--- config.mk ---
export PLATFORM = sky130hd
export DESIGN_NAME = llcm_mul
export DESIGN_NICKNAME = d
export VERILOG_FILES = /design/src/rtl/core/llcm_pkg.sv /design/src/rtl/core/llcm_mul.sv
export SDC_FILE = /design/constraint.sdc
export NUM_CORES = 2
export LEC_CHECK = 0
export BUFFER_PORTS_ARGS = -buffer_cell sky130_fd_sc_hd__buf_2
export CELL_PAD_IN_SITES_DETAIL_PLACEMENT = 0
export CELL_PAD_IN_SITES_GLOBAL_PLACEMENT = 1
export CORE_MARGIN = 2
export CORE_UTILIZATION = 27
export CTS_CLUSTER_SIZE = 24
export DETAILED_ROUTE_END_ITERATION = 7
export PLACE_DENSITY = 0.5
export SETUP_SLACK_MARGIN = 0.1
export SLEW_MARGIN = 10
export SYNTH_ARGS = -nofsm -noshare
export SYNTH_HDL_FRONTEND = slang
export SYNTH_SLANG_ARGS = --single-unit
--- constraint.sdc ---
create_clock -name clk -period 7.8 [get_ports clk]
set_input_delay 0.39 -clock clk [delete_from_list [all_inputs] [get_ports clk]]
set_output_delay 0.39 -clock clk [all_outputs]
set_load 0.01 [all_outputs]
--- src/rtl/core/llcm_pkg.sv ---
// Shared types and constants for the line-line closest midpoint core.
`default_nettype none

package llcm_pkg;

    // Field and datapath widths
    localparam int W_IN  = 32;                  // point and direction words
    localparam int W_SUM = W_IN + 1;            // point sum and difference
    localparam int W_DOT = 2 * W_IN + 3;        // dot products a..e
    localparam int W_BIG = 2 * W_DOT;           // determinant and numerators
    localparam int W_NUM = W_BIG + W_SUM + 2;   // midpoint numerator
    localparam int W_DEN = W_BIG;               // 2 * determinant
    localparam int QBITS = W_IN;                // quotient bits per coordinate

    // Fixed-point formats and the parallel test
    localparam int DIR_FRAC_BITS = 30;
    localparam int DET_SHIFT     = 4 * DIR_FRAC_BITS - 40;
    localparam logic [31:0] THRESH_RESET = 32'd109951;

    // Saturation bounds
    localparam logic [W_IN-1:0] MID_MAX    = {1'b0, {(W_IN-1){1'b1}}};
    localparam logic [W_IN-1:0] MID_MIN    = {1'b1, {(W_IN-1){1'b0}}};
    localparam logic [W_IN:0]   NEG_LIMIT  = {2'b01, {(W_IN-1){1'b0}}};

    // Multiplier digit size (bits of B consumed per stage)
    localparam int MUL_DIGIT = 8;

    typedef struct packed {
        logic signed [W_IN-1:0] line_a_point_x;
        logic signed [W_IN-1:0] line_a_point_y;
        logic signed [W_IN-1:0] line_a_point_z;
        logic signed [W_IN-1:0] line_a_dir_x;
        logic signed [W_IN-1:0] line_a_dir_y;
        logic signed [W_IN-1:0] line_a_dir_z;
        logic signed [W_IN-1:0] line_b_point_x;
        logic signed [W_IN-1:0] line_b_point_y;
        logic signed [W_IN-1:0] line_b_point_z;
        logic signed [W_IN-1:0] line_b_dir_x;
        logic signed [W_IN-1:0] line_b_dir_y;
        logic signed [W_IN-1:0] line_b_dir_z;
    } llcm_in_t;

    typedef struct packed {
        logic signed [W_IN-1:0] mid_x;
        logic signed [W_IN-1:0] mid_y;
        logic signed [W_IN-1:0] mid_z;
        logic                   lines_parallel;
        logic                   overflowed;
    } llcm_out_t;

    // Geometry carried alongside the dot product multipliers
    typedef struct packed {
        logic [2:0][W_IN-1:0]  pa;
        logic [2:0][W_IN-1:0]  da;
        logic [2:0][W_IN-1:0]  db;
        logic [2:0][W_SUM-1:0] sm;
    } llcm_geo_t;

    // Side data carried alongside the numerator multipliers
    typedef struct packed {
        logic [2:0][W_IN-1:0] pa;
        logic                 par;
        logic [W_BIG-1:0]     det;
    } llcm_m2_t;

endpackage

`default_nettype wire

--- src/rtl/core/llcm_mul.sv ---
// Pipelined signed multiplier lanes, one B digit per stage, with a side tag.
`default_nettype none

module llcm_mul
    import llcm_pkg::*;
#(
    parameter int LANES = 1,
    parameter int AW    = 32,
    parameter int BW    = 32,
    parameter int TW    = 1
) (
    input  logic                   clk,
    input  logic signed [AW-1:0]   a [LANES],
    input  logic signed [BW-1:0]   b [LANES],
    input  logic [TW-1:0]          tag_in,
    output logic signed [AW+BW-1:0] p [LANES],
    output logic [TW-1:0]          tag_out
);

    localparam int NDIG = (BW + MUL_DIGIT - 1) / MUL_DIGIT;
    localparam int BPW  = NDIG * MUL_DIGIT;
    localparam int PPW  = AW + MUL_DIGIT + 1;
    localparam int PW   = AW + BPW;

    logic signed [AW-1:0]  a_reg   [NDIG][LANES];
    logic signed [BPW-1:0] b_reg   [NDIG][LANES];
    logic signed [PW-1:0]  acc_reg [NDIG][LANES];
    logic [TW-1:0]         tag_reg [NDIG];

    for (genvar r = 0; r < NDIG; r++) begin : g_stage
        logic signed [AW-1:0]  a_cur    [LANES];
        logic signed [BPW-1:0] b_cur    [LANES];
        logic signed [PW-1:0]  acc_cur  [LANES];
        logic signed [PW-1:0]  acc_next [LANES];
        logic [TW-1:0]         tag_cur;

        if (r == 0) begin : g_first
            always_comb
            begin
                for (int l = 0; l < LANES; l++)
                begin
                    a_cur[l]   = a[l];
                    b_cur[l]   = b[l];
                    acc_cur[l] = '0;
                end
                tag_cur = tag_in;
            end
        end else begin : g_rest
            always_comb
            begin
                for (int l = 0; l < LANES; l++)
                begin
                    a_cur[l]   = a_reg[r-1][l];
                    b_cur[l]   = b_reg[r-1][l];
                    acc_cur[l] = acc_reg[r-1][l];
                end
                tag_cur = tag_reg[r-1];
            end
        end

        // The top digit carries the sign of B; the others are unsigned.
        always_comb
        begin
            for (int l = 0; l < LANES; l++)
            begin
                logic signed [MUL_DIGIT:0] dig;
                logic signed [PPW-1:0]     pp;
                logic signed [PW-1:0]      term;
                if (r == NDIG - 1)
                    dig = {b_cur[l][BPW-1], b_cur[l][MUL_DIGIT*r +: MUL_DIGIT]};
                else
                    dig = {1'b0, b_cur[l][MUL_DIGIT*r +: MUL_DIGIT]};
                pp          = a_cur[l] * dig;
                term        = pp;
                term        = term << (MUL_DIGIT * r);
                acc_next[l] = acc_cur[l] + term;
            end
        end

        always_ff @(posedge clk)
        begin
            for (int l = 0; l < LANES; l++)
            begin
                a_reg[r][l]   <= a_cur[l];
                b_reg[r][l]   <= b_cur[l];
                acc_reg[r][l] <= acc_next[l];
            end
            tag_reg[r] <= tag_cur;
        end
    end

    always_comb
    begin
        for (int l = 0; l < LANES; l++)
        begin
            p[l] = acc_reg[NDIG-1][l][AW+BW-1:0];
        end
    end

    assign tag_out = tag_reg[NDIG-1];

endmodule

`default_nettype wire

== Yosys cells after proc, flatten, opt, wreduce, memory -nomap -nowiden ==
Memories as Yosys holds them, arrays and structs flattened.
Index checks and enable logic that the tools add are counted.

* Multiply operators: 4
* $add $sub $neg: 3

{| class="wikitable"
|+ Operator list
! kind !! count
|-
| 32-bit by 9-bit multiplier with 41-bit output || 3
|-
| 64-bit by 49-bit adder with 64-bit output || 1
|-
| 64-bit by 57-bit adder with 64-bit output || 1
|-
| 64-bit adder || 1
|-
| 32-bit by 8-bit multiplier with 40-bit output || 1
|}

* Memory bits (writable): 516
* Register bits: 0
* Memories kept: 4

{| class="wikitable"
|+ Memory list
! name !! words !! width !! read ports !! clocked after Yosys merged registers in !! wr ports !! line !! text
|-
| acc_reg || 4 || 64 || 4 || 0 || 4 || llcm_mul.sv:27 || <nowiki>logic signed [PW-1:0] acc_reg [NDIG][LANES];</nowiki>
|-
| a_reg || 4 || 32 || 3 || 0 || 4 || llcm_mul.sv:25 || <nowiki>logic signed [AW-1:0] a_reg [NDIG][LANES];</nowiki>
|-
| b_reg || 4 || 32 || 3 || 0 || 4 || llcm_mul.sv:26 || <nowiki>logic signed [BPW-1:0] b_reg [NDIG][LANES];</nowiki>
|-
| tag_reg || 4 || 1 || 4 || 0 || 4 || llcm_mul.sv:28 || <nowiki>logic [TW-1:0] tag_reg [NDIG];</nowiki>
|}

== Depth between registers and ports, before layout ==
An unclocked memory read counts as a cell.

* Depth after elaboration: 3
* Depth in mapped cells: 32
* Gate-level depth less buffers: 31

== Worst setup path before layout ==
OpenSTA, ideal clock, no wires.

* Kind: register to register
* Start point: memory b_reg[1][16] (netlist bit)
* End point: memory acc_reg[2][60] (netlist bit)
* Clock period less this slack: 7.006 ns
* Arrival: 6.886 ns
* Setup slack: 0.794 ns
* Stages on the path, launching flop included: 32
* Path buffers: 1
* Data required time: 7.680 ns
* Cells stage by stage: dfxtp_1 > clkbuf_1 > nand2_1 > fa_1 > inv_1 > fa_1 > fa_1 > inv_1 > fa_1 > inv_1 > ha_1 > o21a_1 > o2111a_1 > a221o_1 > a21oi_4 > o21ai_2 > a31o_1 > nor4_4 > o31ai_2 > or4_1 > nand3_1 > ha_1 > a21oi_1 > nor2b_1 > o21ai_0 > nand2b_1 > a21o_1 > a21o_1 > a21o_1 > a21oi_1 > o21ai_0 > xnor2_1

{| class="wikitable"
|+ RTL lines
! element !! line
|-
| start: declaration || llcm_mul.sv:26
|-
| end: declaration || llcm_mul.sv:27
|}

==> qor.tcl <==
set qor(detail_route.first_pass.iterations) 5
set qor(cpMostUsedCell) {sky130_fd_sc_hd__fa_1}
set qor(fp.coreArea_sq_um) 180400
set qor(grt_max_degree) 33
set qor(critical_path_s_top_delay_family) {compound AO/OA/AOI/OAI gates}
set qor(synth.cell_area_sq_um) 48940
set qor(largest_register_ff_count) 233
set qor(io-pin-count) 131
set qor(final_min_period_over_clock_period) 0.9418
set qor(startpoint_type) {flop}
set qor(reg2reg_depth) 31
set qor(vias) 35110
set qor(cts_max_level) 2
set qor(std_cell_rows) 156
set qor(synthesis.instances) 5388
set qor(reg2reg_slack_ns) 0.45
set qor(crit_path_end_kind) {flop}
set qor(post_synth.cell_area_avg_sq_um) 9.084
set qor(synth-edff-count) 0
set qor(tritoncts) {done}
set qor(finalWirelength_um) 132200
set qor(max_clock_freq_mhz) 136.1
set qor(path_class) {flop to flop}
set qor(async_set_or_reset_flop_fraction_in_the_synthesized_netlist) 0
set qor(ys.flop_type) {sky130_fd_sc_hd__dfxtp_1}
set qor(clockBufferDepth) 3
set qor(stage_delay_of_the_slowest_cell_on_the_critical_path_ns) 0.54
set qor(grt.total_usage) 0.1461
set qor(die_width_um) 429.8
set qor(initial_utilization) 0.2714
set qor(drcViolationCount) 0
set qor(final.setup.tns_ns) 0
set qor(synth_area_leaders) {sky130_fd_sc_hd__fa_1 (33%), sky130_fd_sc_hd__dfxtp_1 (16%), sky130_fd_sc_hd__ha_1 (12%), sky130_fd_sc_hd__inv_1 (8.3%), sky130_fd_sc_hd__and2_1 (8.3%)}
set qor(post-place-ws_ns) -0.001891
set qor(synth_seq_area_share) 0.1558
set qor(timing.critical_path.depth) 31
set qor(worst-path-buf-inv) 4
set qor(yosysTopAreaCellShare) 0.3256
set qor(timing.final.setup_violations) 0
set qor(clock_transition_at_the_registers_of_the_reported_paths_ns) 0.06
set qor(ys_seq_elements) 381
set qor(globalplace.congestion) 0.7961
set qor(synth.largest_area_cell) {sky130_fd_sc_hd__fa_1}
set qor(crit_end) {acc_reg[2][60]$_DFF_P_}
set qor(clk-insertion-delay-late_ns) 0.70
set qor(floorplan.die_area_sq_um) 184700
set qor(finalWorstPathRequiredPeriod_ns) 7.346
set qor(fraction_of_layout_instances_using_a_drive_strength_above_1) 0.07843
set qor(drv.max_cap_violation_count) 0
set qor(grt_pass1_vias) 38570
set qor(cts_buffers) 54
set qor(drt_iter0_drc) 1248
set qor(setup_ws_ns) 0.4539
set qor(synthMostInstantiatedCell) {sky130_fd_sc_hd__inv_1}
set qor(worstPathArrival_ns) 7.93
set qor(yosysWarningCount) 0
set qor(outcome) {finished, final reports clean}
set qor(worst_endpoint_required_time_ns) 8.38
set qor(grt_overflow) 0
set qor(netlist_top_cells_count) {sky130_fd_sc_hd__inv_1 (1086), sky130_fd_sc_hd__fa_1 (796), sky130_fd_sc_hd__and2_1 (646)}
set qor(wl_per_cell_um) 16.34
set qor(num-nets-final) 6980
set qor(tightestPinTransition_ns) 0.7616
set qor(numPortBuffers) 130
set qor(reg2reg_to) {acc_reg[2][60]$_DFF_P_}
set qor(number_of_hold_violations_in_the_final_report) 0
set qor(slew_violations) 0
set qor(route.antenna.remaining_nets) 0
set qor(timing.slew.headroom) 0.4923
set qor(final_core_utilization) 0.3103
set qor(rsz0062_at_grt) {true}
set qor(die_height_um) 429.8
set qor(crit-reg2reg-launch) {b_reg[1][16]$_DFF_P_}
set qor(dp_hpwl_um) 111900
set qor(fillerInstances) 19290
set qor(critPathMaxFanout) 23
set qor(master_cell_of_the_clock_root_buffer) {sky130_fd_sc_hd__clkbuf_16}
set qor(antenna_violations_before_repair) 4
set qor(clock_sinks) 381
set qor(mappedNetlistNets) 6700
set qor(crit_path_top_delay_cell) {sky130_fd_sc_hd__fa_1}
set qor(route.detailed.vias_per_inst) 4.339
set qor(worst_setup_path_startpoint) {b_reg[1][16]$_DFF_P_}
set qor(layout_area_growth_over_synthesis_pct) 14.33
set qor(ys_types) 77
set qor(fin_worst_skew_ns) 0.04220
set qor(min_path_type) {flop to flop}
set qor(grt_pass1_wl_um) 214600
==> placed cells by master (no fill, tap or decap), types with 9 or more instances in the layout <==
cell | Yosys | layout
sky130_fd_sc_hd__a2111oi_0 | 11 | 11
sky130_fd_sc_hd__a211oi_1 | 26 | 26
sky130_fd_sc_hd__a21o_1 | 146 | 146
sky130_fd_sc_hd__a21oi_1 | 242 | 239
sky130_fd_sc_hd__a31oi_1 | 27 | 26
sky130_fd_sc_hd__and2_1 | 646 | 646
sky130_fd_sc_hd__and3_1 | 27 | 27
sky130_fd_sc_hd__buf_2 | 1 | 130
sky130_fd_sc_hd__buf_4 | 0 | 156
sky130_fd_sc_hd__clkbuf_16 | 0 | 54
sky130_fd_sc_hd__clkinvlp_4 | 0 | 12
sky130_fd_sc_hd__dfxtp_1 | 381 | 362
sky130_fd_sc_hd__dfxtp_2 | 0 | 17
sky130_fd_sc_hd__diode_2 | 0 | 9
sky130_fd_sc_hd__dlygate4sd3_1 | 0 | 57
sky130_fd_sc_hd__fa_1 | 796 | 796
sky130_fd_sc_hd__ha_1 | 450 | 450
sky130_fd_sc_hd__inv_1 | 1086 | 1085
sky130_fd_sc_hd__nand2_1 | 483 | 483
sky130_fd_sc_hd__nand2b_1 | 40 | 40
sky130_fd_sc_hd__nand3_1 | 35 | 35
sky130_fd_sc_hd__nand4_1 | 27 | 27
sky130_fd_sc_hd__nor2_1 | 142 | 142
sky130_fd_sc_hd__nor2b_1 | 25 | 25
sky130_fd_sc_hd__nor3_1 | 28 | 28
sky130_fd_sc_hd__nor4_1 | 11 | 11
sky130_fd_sc_hd__o211ai_1 | 21 | 21
sky130_fd_sc_hd__o21a_1 | 26 | 26
sky130_fd_sc_hd__o21ai_0 | 108 | 108
sky130_fd_sc_hd__o21ai_1 | 25 | 24
sky130_fd_sc_hd__o21bai_1 | 36 | 36
sky130_fd_sc_hd__o31ai_1 | 23 | 21
sky130_fd_sc_hd__xnor2_1 | 184 | 184
sky130_fd_sc_hd__xor2_1 | 82 | 82
==> repair_timing <==
action / 4_1_cts / 5_1_grt
gates resized for setup: 4 / 31
buffers inserted: 0 / 4
hold endpoints to repair: 57 / 0
pin swaps: 0 / 2
endpoints found under the setup margin: 6 / 46
hold buffers: 57 / 0
==> worst reg2reg max path: cells and delay by family (launching register included) <==
| kind | cells | cell delay, ns |
|---|---|---|
| AND/OR/NAND/NOR | 6 | 0.96 |
| AO/OA/AOI/OAI | 14 | 2.75 |
| XOR/XNOR | 1 | 0.14 |
| flip-flops | 1 | 0.41 |
| adder cells (fa/ha/maj) | 6 | 2.65 |
| buffers and inverters | 4 | 0.32 |
==> per-layer routing <==
| layer | vias to the layer above | wire length, um | global-route usage |
|---|---|---|---|
| li1 | 17340 | - | - |
| met1 | 17380 | 66740 | 0.2051 |
| met2 | 277 | 59890 | 0.2404 |
| met3 | 116 | 2712 | 0.01560 |
| met4 | 0 | 2867 | 0.03394 |
| met5 | - | 0 | 0 |
==> cell families (layout without fill, tap and decap cells) <==
| family | count (synthesis) | count (layout) | synth area share |
|---|---|---|---|
| other | 0 | 9 | 0 |
| adder cells (fa/ha/maj) | 1246 | 1246 | 0.4406 |
| AND/OR/NAND/NOR | 1498 | 1498 | 0.1589 |
| multiplexers | 1 | 1 | 0.0002045 |
| AO/OA/AOI/OAI | 785 | 785 | 0.1040 |
| buffers and inverters | 1211 | 1535 | 0.09290 |
| flip-flops | 381 | 381 | 0.1558 |
| XOR/XNOR | 266 | 266 | 0.04760 |
==> through the flow <==
| step | hold slack (ns) | instances | instance area (sq um) |
|---|---|---|---|
| final | 0.3227 | 8091 | 55960 |
| after global placement | 0.3098 | 7921 | 53320 |
| after floorplan | 0.3096 | 5388 | 48940 |
| after global routing | 0.2752 | 8087 | 55950 |
| after CTS | 0.2484 | 8078 | 55810 |
| after detailed placement | 0.3121 | 7921 | 53320 |
==> worst min path at each step <==
stage | depth (start not counted) | endpoint | from
after floorplan | 0 | acc_reg[1][0]$_DFF_P_ | acc_reg[0][0]$_DFF_P_
after global placement | 0 | acc_reg[2][4]$_DFF_P_ | acc_reg[1][4]$_DFF_P_
after detailed placement | 0 | acc_reg[2][14]$_DFF_P_ | acc_reg[1][14]$_DFF_P_
after CTS | 2 | b_reg[0][17]$_DFF_P_ | b[17]
after global routing | 2 | b_reg[0][25]$_DFF_P_ | b[25]
final | 0 | acc_reg[3][6]$_DFF_P_ | acc_reg[2][6]$_DFF_P_
==> cell type report <==
class,instances,area [sq um],share of cell area
flip-flops and latches,381,7656,0.1368
diodes,9,22.52,0.0004025
clock buffers,60,1404,0.02509
well taps,2370,2965,0.05299
clock inverters,40,509.2,0.009101
inverters,1087,4084,0.07298
repair buffers,348,2484,0.04439
multi-input cells,3796,36830,0.6582
Power is not shown: default switching activity piles up to over one toggle a cycle in this logic, so the estimate is an artifact.
